===== config.mk =====
export PLATFORM = sky130hd
export DESIGN_NAME = api_frame_receiver
export DESIGN_NICKNAME = d
export VERILOG_FILES = /design/src/afr_pkg.sv /design/src/afr_ctrl.sv /design/src/afr_datapath.sv /design/src/api_frame_receiver.sv
export SDC_FILE = /design/constraint.sdc
export NUM_CORES = 1
export LEC_CHECK = 0
export ABC_AREA = 1
export BUFFER_PORTS_ARGS = -buffer_cell sky130_fd_sc_hd__buf_2
export CORE_AREA = 2 2 194 196
export DETAILED_ROUTE_END_ITERATION = 8
export DIE_AREA = 0 0 196 198
export PLACE_DENSITY = 0.92
export SYNTH_ARGS = -nofsm -noshare
export SYNTH_HDL_FRONTEND = slang
export SYNTH_SLANG_ARGS = --single-unit

===== constraint.sdc =====
create_clock -name clk -period 5.4 [get_ports clk]
set_input_delay 0 -clock clk [delete_from_list [all_inputs] [get_ports clk]]
set_output_delay 0 -clock clk [all_outputs]
set_load 0.02 [all_outputs]

===== src/afr_pkg.sv =====
// ----------------------------------------------------------------------------
// afr_pkg
// Shared widths, byte constants and the control/status bundles of the API
// frame receiver.
// ----------------------------------------------------------------------------
package afr_pkg;

	localparam int BYTE_W     = 8;
	localparam int LEN_W      = 7;
	localparam int IDX_W      = 6;
	localparam int M_TDATA_W  = 24;

	localparam logic [BYTE_W-1:0] START_BYTE = 8'h7E;
	localparam logic [BYTE_W-1:0] GOOD_SUM   = 8'hFF;

	// controller to datapath
	typedef struct packed {
		logic len_hi_ld;   // length high byte taken
		logic len_lo_ld;   // length low byte taken, clear count and sum
		logic pay_wr;      // payload byte stored
		logic play_start;  // checksum good, rewind playout index
		logic rd_en;       // read buffer at playout index
		logic out_ld;      // move read data into the output register
	} cmd_t;

	// datapath to controller
	typedef struct packed {
		logic sof;         // input byte is the start delimiter
		logic len_over;    // length above buffer size
		logic len_zero;    // length is zero
		logic pay_done;    // this payload byte is the last one
		logic sum_good;    // checksum byte completes a good sum
		logic play_last;   // current playout word is the final one
		logic out_free;    // output register can take a word
	} sts_t;

endpackage


===== src/afr_ctrl.sv =====
// ----------------------------------------------------------------------------
// afr_ctrl
// Frame parsing state machine: hunts, reads length, payload and checksum,
// then sequences the playout of a verified frame.
// ----------------------------------------------------------------------------
module afr_ctrl (
	input  logic          clk,
	input  logic          arst_n,
	input  logic          s_tvalid,
	output logic          s_tready,
	input  afr_pkg::sts_t sts,
	output afr_pkg::cmd_t cmd
);
	import afr_pkg::*;

	localparam logic [2:0] ST_HUNT     = 3'd0;
	localparam logic [2:0] ST_LEN_HI   = 3'd1;
	localparam logic [2:0] ST_LEN_LO   = 3'd2;
	localparam logic [2:0] ST_PAYLOAD  = 3'd3;
	localparam logic [2:0] ST_CHECK    = 3'd4;
	localparam logic [2:0] ST_PLAY_RD  = 3'd5;
	localparam logic [2:0] ST_PLAY_OUT = 3'd6;

	logic [2:0] state_q;
	logic [2:0] state_d;
	logic       acc;

	assign s_tready = (state_q == ST_HUNT) || (state_q == ST_LEN_HI) ||
	                  (state_q == ST_LEN_LO) || (state_q == ST_PAYLOAD) ||
	                  (state_q == ST_CHECK);
	assign acc = s_tvalid && s_tready;

	always_comb begin
		state_d = state_q;
		cmd     = '0;
		case (state_q)
			ST_HUNT: begin
				if (acc && sts.sof) state_d = ST_LEN_HI;
			end
			ST_LEN_HI: begin
				if (acc) begin
					cmd.len_hi_ld = 1'b1;
					state_d       = ST_LEN_LO;
				end
			end
			ST_LEN_LO: begin
				if (acc) begin
					cmd.len_lo_ld = 1'b1;
					if (sts.len_over)      state_d = ST_HUNT;
					else if (sts.len_zero) state_d = ST_CHECK;
					else                   state_d = ST_PAYLOAD;
				end
			end
			ST_PAYLOAD: begin
				if (acc) begin
					cmd.pay_wr = 1'b1;
					if (sts.pay_done) state_d = ST_CHECK;
				end
			end
			ST_CHECK: begin
				if (acc) begin
					if (sts.sum_good) begin
						cmd.play_start = 1'b1;
						state_d        = ST_PLAY_RD;
					end else begin
						state_d = ST_HUNT;
					end
				end
			end
			ST_PLAY_RD: begin
				cmd.rd_en = 1'b1;
				state_d   = ST_PLAY_OUT;
			end
			ST_PLAY_OUT: begin
				if (sts.out_free) begin
					cmd.out_ld = 1'b1;
					state_d    = sts.play_last ? ST_HUNT : ST_PLAY_RD;
				end
			end
			default: begin
				state_d = ST_HUNT;
			end
		endcase
	end

	always_ff @(posedge clk or negedge arst_n) begin
		if (!arst_n) begin
			state_q <= ST_HUNT;
		end else begin
			state_q <= state_d;
		end
	end

	// a word is only loaded when the output register can take it
	a_out_ld_free: assert property (@(posedge clk) disable iff (!arst_n)
		cmd.out_ld |-> sts.out_free)
		else $error("output register overwritten");

	// every buffer read is followed by its output step
	a_rd_then_out: assert property (@(posedge clk) disable iff (!arst_n)
		cmd.rd_en |=> (state_q == ST_PLAY_OUT))
		else $error("buffer read without output step");

	// no input taken while a frame plays out
	a_no_input_in_play: assert property (@(posedge clk) disable iff (!arst_n)
		(cmd.rd_en || cmd.out_ld || !sts.out_free && state_q == ST_PLAY_OUT)
		|-> !s_tready)
		else $error("input accepted during playout");

endmodule


===== src/afr_datapath.sv =====
// ----------------------------------------------------------------------------
// afr_datapath
// Length capture, payload buffer, running sum, playout index and the
// output register of the API frame receiver.
// ----------------------------------------------------------------------------
module afr_datapath #(
	parameter int MAX_FRAME = 64
) (
	input  logic                       clk,
	input  logic                       arst_n,
	input  logic [afr_pkg::BYTE_W-1:0] rx_byte,
	input  afr_pkg::cmd_t              cmd,
	output afr_pkg::sts_t              sts,
	input  logic                       m_tready,
	output logic                       m_tvalid,
	output logic [afr_pkg::M_TDATA_W-1:0] m_tdata,
	output logic                       m_tlast,
	output logic                       m_tuser
);
	import afr_pkg::*;

	localparam int AW = (MAX_FRAME > 1) ? $clog2(MAX_FRAME) : 1;
	localparam logic [BYTE_W-1:0] MAX_LEN = BYTE_W'(MAX_FRAME);

	logic [BYTE_W-1:0] store [0:MAX_FRAME-1];

	logic              hi_nz_q;
	logic [LEN_W-1:0]  length_q;
	logic [LEN_W-1:0]  count_q;
	logic [BYTE_W-1:0] sum_q;
	logic [LEN_W-1:0]  play_idx_q;
	logic [BYTE_W-1:0] rdata_q;

	logic              m_tvalid_q;
	logic [BYTE_W-1:0] frame_byte_q;
	logic [IDX_W-1:0]  byte_index_q;
	logic [LEN_W-1:0]  frame_length_q;
	logic              empty_q;
	logic              last_q;

	logic              play_last;
	logic [BYTE_W-1:0] sum_chk;

	assign sum_chk   = sum_q + rx_byte;
	assign play_last = (length_q == '0) || (play_idx_q + LEN_W'(1) >= length_q);

	assign sts.sof       = (rx_byte == START_BYTE);
	assign sts.len_over  = hi_nz_q || (rx_byte > MAX_LEN);
	assign sts.len_zero  = (rx_byte == '0);
	assign sts.pay_done  = (count_q + LEN_W'(1) >= length_q);
	assign sts.sum_good  = (sum_chk == GOOD_SUM);
	assign sts.play_last = play_last;
	assign sts.out_free  = !m_tvalid_q || m_tready;

	always_ff @(posedge clk or negedge arst_n) begin
		if (!arst_n) begin
			hi_nz_q    <= 1'b0;
			length_q   <= '0;
			count_q    <= '0;
			sum_q      <= '0;
			play_idx_q <= '0;
			m_tvalid_q <= 1'b0;
		end else begin
			if (cmd.len_hi_ld) hi_nz_q <= (rx_byte != '0);
			if (cmd.len_lo_ld) begin
				length_q <= rx_byte[LEN_W-1:0];
				count_q  <= '0;
				sum_q    <= '0;
			end
			if (cmd.pay_wr) begin
				count_q <= count_q + LEN_W'(1);
				sum_q   <= sum_q + rx_byte;
			end
			if (cmd.play_start) play_idx_q <= '0;
			else if (cmd.out_ld) play_idx_q <= play_idx_q + LEN_W'(1);
			if (cmd.out_ld) m_tvalid_q <= 1'b1;
			else if (m_tready) m_tvalid_q <= 1'b0;
		end
	end

	// payload buffer, one write and one registered read port
	always_ff @(posedge clk) begin
		if (cmd.pay_wr) store[count_q[AW-1:0]] <= rx_byte;
		if (cmd.rd_en) rdata_q <= store[play_idx_q[AW-1:0]];
	end

	always_ff @(posedge clk) begin
		if (cmd.out_ld) begin
			frame_byte_q   <= (length_q == '0) ? '0 : rdata_q;
			byte_index_q   <= play_idx_q[IDX_W-1:0];
			frame_length_q <= length_q;
			empty_q        <= (length_q == '0);
			last_q         <= play_last;
		end
	end

	assign m_tvalid = m_tvalid_q;
	assign m_tdata  = {3'b000, frame_length_q, byte_index_q, frame_byte_q};
	assign m_tlast  = last_q;
	assign m_tuser  = empty_q;

	// an empty frame leaves as a single word marked last
	a_empty_single: assert property (@(posedge clk) disable iff (!arst_n)
		cmd.out_ld && (length_q == '0) |=> m_tvalid && m_tuser && m_tlast)
		else $error("empty frame word malformed");

endmodule


===== src/api_frame_receiver.sv =====
// ----------------------------------------------------------------------------
// api_frame_receiver
// Receives serial bytes, parses API frames (start delimiter, 16-bit length,
// payload, checksum) and plays each verified frame out as a run of words.
//
//  channel  dir  signals                          word
//  s_*      in   s_tvalid s_tready s_tdata[7:0]   one received byte
//  m_*      out  m_tvalid m_tready m_tdata m_tlast m_tuser  one payload byte
//
// One received byte per cycle while parsing. A good checksum starts a
// playout in which each result word is a buffer read, then an output load,
// with input held off until the frame's last word is in the output register.
// An empty frame gives a single word. m_tready low stalls the playout only;
// the output register lets parsing resume while its last word waits.
// arst_n clears the parser to hunting and empties the output register; the
// payload buffer needs no clearing.
// ----------------------------------------------------------------------------
module api_frame_receiver #(
	parameter int MAX_FRAME = 64
) (
	input  logic        clk,
	input  logic        arst_n,
	input  logic        s_tvalid,
	output logic        s_tready,
	input  logic [7:0]  s_tdata,   // [7:0] rx_byte
	output logic        m_tvalid,
	input  logic        m_tready,
	output logic [23:0] m_tdata,   // [7:0] frame_byte, [13:8] byte_index, [20:14] frame_length
	output logic        m_tlast,   // last
	output logic        m_tuser    // empty_frame
);
	import afr_pkg::*;

	cmd_t cmd;
	sts_t sts;

	afr_ctrl u_ctrl (
		.clk      (clk),
		.arst_n   (arst_n),
		.s_tvalid (s_tvalid),
		.s_tready (s_tready),
		.sts      (sts),
		.cmd      (cmd)
	);

	afr_datapath #(
		.MAX_FRAME (MAX_FRAME)
	) u_datapath (
		.clk      (clk),
		.arst_n   (arst_n),
		.rx_byte  (s_tdata),
		.cmd      (cmd),
		.sts      (sts),
		.m_tready (m_tready),
		.m_tvalid (m_tvalid),
		.m_tdata  (m_tdata),
		.m_tlast  (m_tlast),
		.m_tuser  (m_tuser)
	);

endmodule

## Yosys cells after proc, flatten, opt, wreduce, memory -nomap -nowiden

Memory sizes are Yosys's and may differ from the RTL's. A register that Yosys moved wholly into a read port is not among the register bits.
Index checks and enable logic that the tools add are counted.

| operators by class | value |
|---|---|
| $add $sub $neg | 3 |
| order comparisons | 3 |
| equality and inequality tests | 15 |
| multiplexer cells | 32 |
| reductions and logical operators | 18 |

Operators with widths:

| operator | count |
|---|---|
| $mux 3 | 11 |
| $mux 7 | 4 |
| $pmux 3 s7 | 1 |
| $mux 8 | 2 |
| $add 7x1->7 const B | 2 |
| $ge 7x7->1 | 2 |
| $mux 1 | 14 |
| $eq 3x3->1 const B | 3 |
| $add 8x8->8 | 1 |
| $eq 8x7->1 const B | 1 |
| $eq 8x8->1 const B | 1 |
| $gt 8x7->1 const B | 1 |
| $logic_not 8->1 | 1 |
| $ne 2x1->1 const B | 4 |
| $reduce_bool 8->1 | 1 |
| $logic_not 7->1 | 1 |
| $logic_or 1x1->1 | 7 |
| $reduce_and 7->1 | 1 |
| $eq 3x2->1 const B | 2 |
| $ne 2x2->1 const B | 3 |
| $reduce_bool 2->1 | 3 |
| $eq 3x1->1 const B | 1 |
| $logic_not 3->1 | 1 |
| $logic_and 1x1->1 | 2 |
| $logic_not 1->1 | 1 |

| word-level totals | value |
|---|---|
| register bits | 57 |
| memory bits (writable) | 512 |
| bits of input ports | 12 |
| output and inout bits | 28 |
| word-level logic and storage cells | 84 |
| memories | 1 |

Memories:

| name | depth | bits a word | rd ports | clocked after memory_dff | wr ports | RTL line | source |
|---|---|---|---|---|---|---|---|
| u_datapath.store | 64 | 8 | 1 | 1 | 1 | afr_datapath.sv:25 | `logic [BYTE_W-1:0] store [0:MAX_FRAME-1];` |

## Longest topological paths before layout

Gate-level depths: netlist of run 1.

| logic depth | value |
|---|---|
| depth after elaboration | 10 |
| gate-level depth with buffers | 20 |
| depth with buffers taken out | 19 |

## Hierarchy

Synthesis of run 1 repeated with hierarchy kept, for this count alone.

| unflattened totals | value |
|---|---|
| cells, all modules | 2172 |
| area total of the unflattened synthesis | 24253.3 um^2 |

By module, submodules not included:

| module | times used | cells an instance | area each (um^2) |
|---|---|---|---|
| afr_datapath | 1 | 2116 | 23920.4 |
| afr_ctrl | 1 | 56 | 332.8 |

## Least setup slack after synthesis of run 1

Ideal clock, no wire load.

| timing | value |
|---|---|
| kind | register to register |
| from | reg u_datapath.play_idx_q[5] |
| to | reg u_ctrl.state_q[2] |
| arrival time | 2090 ps |
| data required time | 5335 ps |
| slack | 3245 ps |
| cell stages (with the launch flop) | 14 |
| clock period less this slack | 2155 ps |
| path through | dfrtp_1 -> buf_2 -> clkinv_1 -> nor3_1 -> xor2_1 -> inv_1 -> ha_1 -> a21oi_1 -> o21ai_0 -> a21oi_1 -> nand4_1 -> nand3_1 -> nand2_1 -> nand2_1 |

| on the way | value |
|---|---|
| longest elaborated chain between the ends | 6 |

RTL lines:

| element | RTL line | source |
|---|---|---|
| start: declaration | afr_datapath.sv:31 | `logic [LEN_W-1:0] play_idx_q;` |
| start signal: assignment | afr_datapath.sv:75 | `else if (cmd.out_ld) play_idx_q <= play_idx_q + LEN_W'(1);` |
| $add 7x1->7 | afr_datapath.sv:45 | `assign play_last = (length_q == '0) \|\| (play_idx_q + LEN_W'(1) >= length_q);` |
| $ge 7x7->1 | afr_datapath.sv:45 |  |
| $logic_or 1x1->1 | afr_datapath.sv:45 |  |
| $mux 3 | afr_ctrl.sv:77 | `state_d = sts.play_last ? ST_HUNT : ST_PLAY_RD;` |
| $mux 3 | afr_ctrl.sv:75 | `if (sts.out_free) begin` |
| $pmux 3 s7 | afr_ctrl.sv:36 | `case (state_q)` |
| end signal: assignment | afr_ctrl.sv:90 | `state_q <= state_d;` |
| end: declaration | afr_ctrl.sv:24 | `logic [2:0] state_q;` |

No other way between the ends. The select of a mux whose other input is x is not followed.
A chain may end at the register's enable or synchronous reset.

## Worst setup path in the final report of run 1

| timing | value |
|---|---|
| from | reg u_datapath.play_idx_q[4] |
| to | reg u_ctrl.state_q[2] |

The elaborated chain is that of the path after synthesis.

==> impl_metrics.py, run 1 <==
metrics = {
    "critical_path": {
        "worstReg2RegEnd": "u_ctrl.state_q[2]",
        "crit_path_max_incr_delay_ns": 0.87,
        "critical_path.max_fanout": 20,
        "crit_buf_inv": 2,
        "cp_data_arrival_time_ns": 4.29,
        "critPathKind": "register to register",
        "critPathTopFamily": "simple AND/OR/NAND/NOR gates",
        "critPathLaunchType": "register",
        "r2r-start": "u_datapath.play_idx_q[4]",
        "required_ns": 5.96,
        "endpoint_kind": "register",
        "path_depth": 12,
        "crit_path_top_delay_cell": "dfrtp_1",
        "crit_chain": "clkinv_1 > nor3_1 > xor2_1 > inv_1 > ha_1 > a21oi_1 > o21ai_0 > a21oi_1 > nand4_1 > nand3_1 > nand2_1 > nand2_1",
        "reg2reg_slack_ns": 1.67,
        "r2r_cells": 12,
    },
    "sta": {
        "slew_viol_final": 0,
        "setup_slack_ns": 1.669,
        "setup-violations-final": 0,
        "min_period_ns": 3.731,
        "tightest_slew_ns": 1.291,
        "fmax_mhz": 268.0,
        "hold_slack_ns": 0.07572,
        "rsz0062_at_grt": "false",
        "relSlewSlack_pct": 13.65,
        "hold_viol": 0,
        "finalCritPeriodShare_pct": 69.09,
        "tns_ns": 0,
        "fin_skew_ns": 0.02962,
    },
    "pwr": {
        "ir_worst_vdd_mv": 0.3543,
        "clkPwrFrac_pct": 28.3,
        "total_power_mw": 13.40,
        "internal_power_mw": 8.424,
        "pwr-share-comb_pct": 31.7,
        "p_leak_nw": 9.508,
        "power.density_nw_per_um2": 507.4,
        "p_sw_share_pct": 37.14,
        "p_sw_mw": 4.976,
        "seq_power_share_pct": 39.9,
    },
    "floorplan": {
        "dieArea_sq_um": 38810,
        "die_y_um": 198,
        "die_x_um": 196,
        "core_sq_um": 36960,
        "placementRows": 71,
        "start_util_pct": 65.60,
        "ios": 40,
    },
    "grt": {
        "busiest_layer": "met2",
        "gr-usage-met2_pct": 51.36,
        "grt_usage_pct": 31.79,
        "grt_max_degree": 169,
        "use_met3_pct": 7.120,
        "grt_pass1_vias": 16650,
        "grt_remaining_overflow": 0,
        "grt_pass1_wl_um": 92470,
        "grtUsageMet1_pct": 40.60,
        "antenna_found_initial": 0,
    },
    "run": {
        "cap_violations": 0,
    },
    "placed_design": {
        "place_ws_ns": 1.939,
        "port_buffers": 36,
        "post_dp_cell_area_sq_um": 24580,
        "dp_hpwl_um": 35290,
        "dp.cells": 2514,
        "gp_congestion": 0.9096,
    },
    "yosys": {
        "synth_area_leaders": "edfxtp_1 67%, nand2_1 7.3%, nor2_1 4.5%",
        "synth_ff_type": "edfxtp_1",
        "yosysTopAreaCell": "edfxtp_1",
        "yosysSeqAreaShare_pct": 70.77,
        "synth_cell_types": 34,
        "syn_inst": 2095,
        "syn_area_per_cell_sq_um": 11.57,
        "synth_edf_count": 543,
        "netlist.area_leader.share_pct": 67.26,
        "netlist_area_sq_um": 24240,
        "yosysWarnings": 0,
        "async_flop_share_pct": 5.893,
        "ys_ff_latch": 577,
    },
    "clock_network": {
        "cts_inserted_buffers": 55,
        "htreeDepth": 2,
        "cts_post_setup_buffers_inserted": 0,
        "clk_pin_slew_ns": 0.06,
        "ctsResizeCount": 0,
        "tritoncts": "built",
        "clk_path_buf_depth": 3,
        "insertion_delay_ns": 0.62,
        "cts-root-buf": "clkbuf_16",
        "cts_sinks": 577,
    },
    "hold_path": {
        "worst_hold_path_type": "primary input to async pin",
    },
    "cells_and_area": {
        "regArea_sq_um": 17160,
        "insertedDiodeCount": 0,
        "final_cell_count_no_fill": 2621,
        "final_net_count": 2141,
        "fin_util_pct": 71.47,
        "stdcell_area_sq_um": 26410,
        "area_growth_pct": 8.950,
        "multi_input_area_sq_um": 6163,
        "filler_cell_count": 2245,
        "drive_above_1_share_pct": 6.800,
    },
    "outcome": {
        "status": "complete, no violations",
    },
    "drt": {
        "drt-total-wl_um": 61150,
        "via_count": 16900,
        "drc": 0,
        "vias_per_cell": 6.448,
        "drt-initial-drc-count": 2643,
        "routedWlPerCell_um": 23.33,
        "drt_pass1_iterations": 7,
        "ant_nets": 0,
    },
}
timing repair:
action / 4_1_cts / 5_1_grt
endpoints found under the hold margin: 102 / 0
endpoints found under the setup margin: 0 / 0
hold buffers: 8 / 0
flip-flops by register name, summed over array words and instances (netlist names), 3 cells and up:
signal	flops
u_datapath.length_q	7
u_datapath.frame_length_q	7
u_datapath.play_idx_q	7
u_datapath.frame_byte_q	8
u_datapath.store	512
u_ctrl.state_q	3
u_datapath.rdata_q	8
u_datapath.byte_index_q	6
u_datapath.count_q	7
u_datapath.sum_q	8
power by group through the flow:
stage               logic, mW  registers [mW]  clock network [mW]
finish                   4.25            5.35                3.80
global route             4.63            5.36                3.96
CTS                      4.13            5.33                3.78
detailed placement       4.05            5.42                   0
global placement         3.86            5.41                   0
floorplan                3.07            5.25                   0
Yosys cell counts, drive strengths merged (23+ instances only):
library cell and count:
o22ai 66, nor2 296, ha 23, nand3 73, dfrtp 34, clkbuf 53
a21boi 56, o21ai 222, edfxtp 543, buf 57, nand2 472, a21oi 82
inv 87
cell usage in the layout, fill, tap and decap left out, types with 3 or more instances in the layout:
| master | count |
|---|---|
| edfxtp_1 | 543 |
| nand2_1 | 470 |
| nor2_1 | 292 |
| o21ai_0 | 206 |
| inv_1 | 82 |
| a21oi_1 | 82 |
| nand3_1 | 70 |
| o22ai_1 | 66 |
| clkbuf_16 | 56 |
| a21boi_0 | 51 |
| buf_2 | 36 |
| dfrtp_1 | 32 |
| ha_1 | 23 |
| o21ai_1 | 16 |
| buf_4 | 16 |
| clkbuf_1 | 13 |
| clkinv_1 | 12 |
| xor2_1 | 10 |
| nand4_1 | 9 |
| clkinv_2 | 8 |
| dlygate4sd3_1 | 8 |
| a21boi_1 | 5 |
| bufinv_16 | 5 |
| inv_2 | 4 |
| nand3_2 | 3 |
| nand3b_1 | 3 |
| conb_1 | 3 |
how the worst max path moves through the flow:
stage	end	start	slack, ns
floorplan	u_ctrl.state_q[2]	u_datapath.play_idx_q[5]	3.25
global placement	u_datapath.store[27][0]	u_ctrl.state_q[2]	2.06
detailed placement	u_ctrl.state_q[0]	u_datapath.play_idx_q[4]	1.94
CTS	u_ctrl.state_q[0]	u_datapath.play_idx_q[4]	1.86
global route	u_ctrl.state_q[2]	u_datapath.play_idx_q[4]	1.48
finish	u_ctrl.state_q[2]	u_datapath.play_idx_q[4]	1.67
worst reg2reg max path, cell delays in order (launching register included):
cell and delay, ns:
dfrtp_1 0.87, clkinv_1 0.83, nor3_1 0.54, xor2_1 0.26, inv_1 0.07, ha_1 0.32
a21oi_1 0.12, o21ai_0 0.09, a21oi_1 0.16, nand4_1 0.17, nand3_1 0.13, nand2_1 0.05
nand2_1 0.05
metal layers:
layer,share of wire (%),vias to the layer above
met3,12,237
met2,48,1273
met1,35,8039
met4,5.4,0
met5,0,-
li1,-,7352
layout make-up:
| cell class | count | share of cell area, % |
|---|---|---|
| clock buffers | 71 | 5.595 |
| flip-flops and latches | 577 | 64.98 |
| multi-input cells | 1321 | 23.34 |
| repair buffers | 61 | 1.516 |
| well taps | 474 | 2.245 |
| clock inverters | 28 | 1.047 |
| inverters | 89 | 1.284 |
cells by family after synthesis:
logic type | count (synthesis) | synth area share [%]
simple gates | 856 | 13.95
flops | 577 | 70.77
compound gates | 428 | 9.776
buf+inv | 199 | 3.855
fa+ha+maj | 24 | 1.270
xor+xnor | 10 | 0.3613
other cells | 1 | 0.01547
Power figures use the tool's default switching activity.
==> run 2: changes to the inputs <==
--- a/config.mk
+++ b/config.mk
@@ -7,10 +7,10 @@
 export LEC_CHECK = 0
 export ABC_AREA = 1
 export BUFFER_PORTS_ARGS = -buffer_cell sky130_fd_sc_hd__buf_2
-export CORE_AREA = 2 2 194 196
+export CORE_AREA = 2 2 210 212
 export DETAILED_ROUTE_END_ITERATION = 8
-export DIE_AREA = 0 0 196 198
-export PLACE_DENSITY = 0.92
+export DIE_AREA = 0 0 212 214
+export PLACE_DENSITY = 0.84
 export SYNTH_ARGS = -nofsm -noshare
 export SYNTH_HDL_FRONTEND = slang
 export SYNTH_SLANG_ARGS = --single-unit
==> constraint.sdc (replaced) <==
create_clock -name clk -period 3 [get_ports clk]
set_input_delay 0 -clock clk [delete_from_list [all_inputs] [get_ports clk]]
set_output_delay 0 -clock clk [all_outputs]
set_load 0.02 [all_outputs]
==> impl_metrics.py, run 2 (same netlist as run 1, synthesis figures left out) <==
metrics = {
    "outcome": {
        "status": "complete, no violations",
    },
    "drt": {
        "drt_pass1_iterations": 7,
        "drt-total-wl_um": 62600,
        "vias_per_cell": 6.020,
        "ant_nets": 0,
        "drt-initial-drc-count": 2654,
        "routedWlPerCell_um": 22.27,
        "drc": 0,
        "via_count": 16920,
    },
    "cells_and_area": {
        "area_growth_pct": 12.02,
        "drive_above_1_share_pct": 10.20,
        "filler_cell_count": 3022,
        "insertedDiodeCount": 0,
        "final_cell_mix": "543 x edfxtp_1, 471 x nand2_1, 292 x nor2_1, 206 x o21ai_0, 89 x buf_4",
        "final_net_count": 2216,
        "final_common_cell": "edfxtp_1",
        "largest_register_ffs": 512,
    },
    "sta": {
        "min_period_ns": 2.688,
        "rsz0062_at_grt": "false",
        "setup-violations-final": 0,
        "slew_viol_final": 0,
        "relSlewSlack_pct": 34.97,
        "fmax_mhz": 372.0,
        "hold_viol": 0,
        "setup_slack_ns": 0.3117,
        "tns_ns": 0,
        "tightest_slew_ns": 0.9718,
        "finalCritPeriodShare_pct": 89.61,
        "fin_skew_ns": 0.01590,
    },
    "pwr": {
        "total_power_mw": 24.40,
        "ir_worst_vdd_mv": 0.6112,
        "p_leak_nw": 9.926,
        "power.density_nw_per_um2": 898.7,
    },
    "critical_path": {
        "crit_path_max_incr_delay_ns": 0.70,
        "endpoint_kind": "register",
        "critPathLaunchType": "register",
        "r2r_cells": 8,
        "critPathCapture": "u_datapath.store[58][0]",
        "reg2reg_slack_ns": 0.31,
        "required_ns": 3.23,
        "critical_path.max_fanout": 19,
        "cp_data_arrival_time_ns": 2.91,
        "critPathKind": "register to register",
        "startpoint": "u_ctrl.state_q[0]",
        "crit_buf_inv": 2,
        "worstReg2RegEnd": "u_datapath.store[58][0]",
        "crit_chain": "nand2_1 > nor2_2 > inv_1 > nor2_4 > inv_2 > nor2_4 > nand3_2 > nor2_1",
        "path_depth": 8,
        "cp_common_cell": "nor2_4",
        "critPathTopFamily": "simple AND/OR/NAND/NOR gates",
        "r2r-start": "u_ctrl.state_q[0]",
        "crit_path_top_delay_cell": "nor2_1",
    },
    "clock_network": {
        "insertion_delay_ns": 0.61,
        "cts_inserted_buffers": 55,
        "clk_pin_slew_ns": 0.06,
        "htreeDepth": 2,
        "cts-root-buf": "clkbuf_16",
        "clk_path_buf_depth": 3,
        "cts_sinks": 577,
        "tritoncts": "built",
    },
    "floorplan": {
        "die_x_um": 212,
        "die_y_um": 214,
        "placementRows": 76,
        "ios": 40,
        "core_sq_um": 42890,
        "start_util_pct": 56.53,
        "dieArea_sq_um": 45370,
    },
    "grt": {
        "grt_pass1_wl_um": 95250,
        "grt_max_degree": 163,
        "antenna_found_initial": 1,
        "grt_usage_pct": 27.82,
        "grt_pass1_vias": 16700,
        "grt_remaining_overflow": 0,
    },
    "placed_design": {
        "port_buffers": 36,
        "dp_hpwl_um": 38020,
        "place_ws_ns": 0.4150,
        "gp_congestion": 0.9103,
    },
    "run": {
        "cap_violations": 0,
    },
    "hold_path": {
        "worst_hold_path_type": "primary input to register",
    },
}
[run 2: changes by cell type in the layout (fill, tap and decap cells not counted), sizes merged]
cell / previous run / this run
clkinvlp: 2 / 4
dlygate4sd3: 8 / 7
clkinv: 22 / 34
clkbuf: 71 / 62
inv: 88 / 87
buf: 53 / 129
[run 2: metrics by stage]
step	instance area, sq um	cells	hold WS, ns	util [%]
2_1_floorplan	24250	2097	-0.2956	-
3_3_place_gp	25320	2701	0.1149	59.04
3_5_place_dp	25320	2701	0.1271	59.04
4_1_cts	27150	2811	0.0006452	63.32
5_1_grt	27150	2811	0.02270	63.32
6_report	27150	2811	0.01632	63.32
[run 2: how the worst min path moves through the flow]
stage / from / to / slack [ns] / depth (start not counted)
final: s_tdata[3] / u_datapath.sum_q[3] / 0.02 / 5
after global placement: arst_n / u_datapath.m_tvalid / 0.11 / 1
after CTS: s_tdata[3] / u_datapath.sum_q[3] / 0.0006 / 5
after floorplan: arst_n / u_ctrl.state_q[0] / -0.30 / 0
after global routing: s_tdata[0] / u_datapath.sum_q[0] / 0.02 / 4
after detailed placement: arst_n / u_datapath.m_tvalid / 0.13 / 1
[run 2: final cells by class]
| type | instances | area (sq um) | share of cell area (%) |
|---|---|---|---|
| timing repair buffer | 136 | 998.5 | 3.677 |
| multi-input combinational | 1321 | 6161 | 22.69 |
| inverter | 89 | 339.1 | 1.249 |
| tap | 585 | 732.0 | 2.695 |
| sequential | 577 | 17160 | 63.20 |
| clock buffer | 62 | 1445 | 5.322 |
| clock inverter | 41 | 317.8 | 1.170 |
[run 2: where the power goes]
group | total [mW] | switching [mW] | internal [mW]
sequential | 9.40 | 0.249 | 9.15
combinational | 8.21 | 5.91 | 2.30
clock | 6.80 | 2.93 | 3.87
total | 24.4 | 9.09 | 15.3
[run 2: layer usage]
layer / wire (um) / vias to the layer above / global-route usage (%)
met5: 0 / - / 0
met4: 3070 / 0 / 11.97
met3: 6719 / 227 / 5.850
met2: 29980 / 1125 / 45.56
met1: 22830 / 8065 / 36.12
li1: - / 7505 / -
[run 2: timing repair]
item	CTS	global route
buffers inserted	0	0
endpoints found under the hold margin	54	0
resized for setup	0	0
hold buffers	7	0
[run 2: tightest hold or removal path: cells and delay by family]
kind,cells,cell delay (ns)
fa+ha+maj,1,0.20
simple gates,2,0.16
buf+inv,1,0.10
compound gates,1,0.10
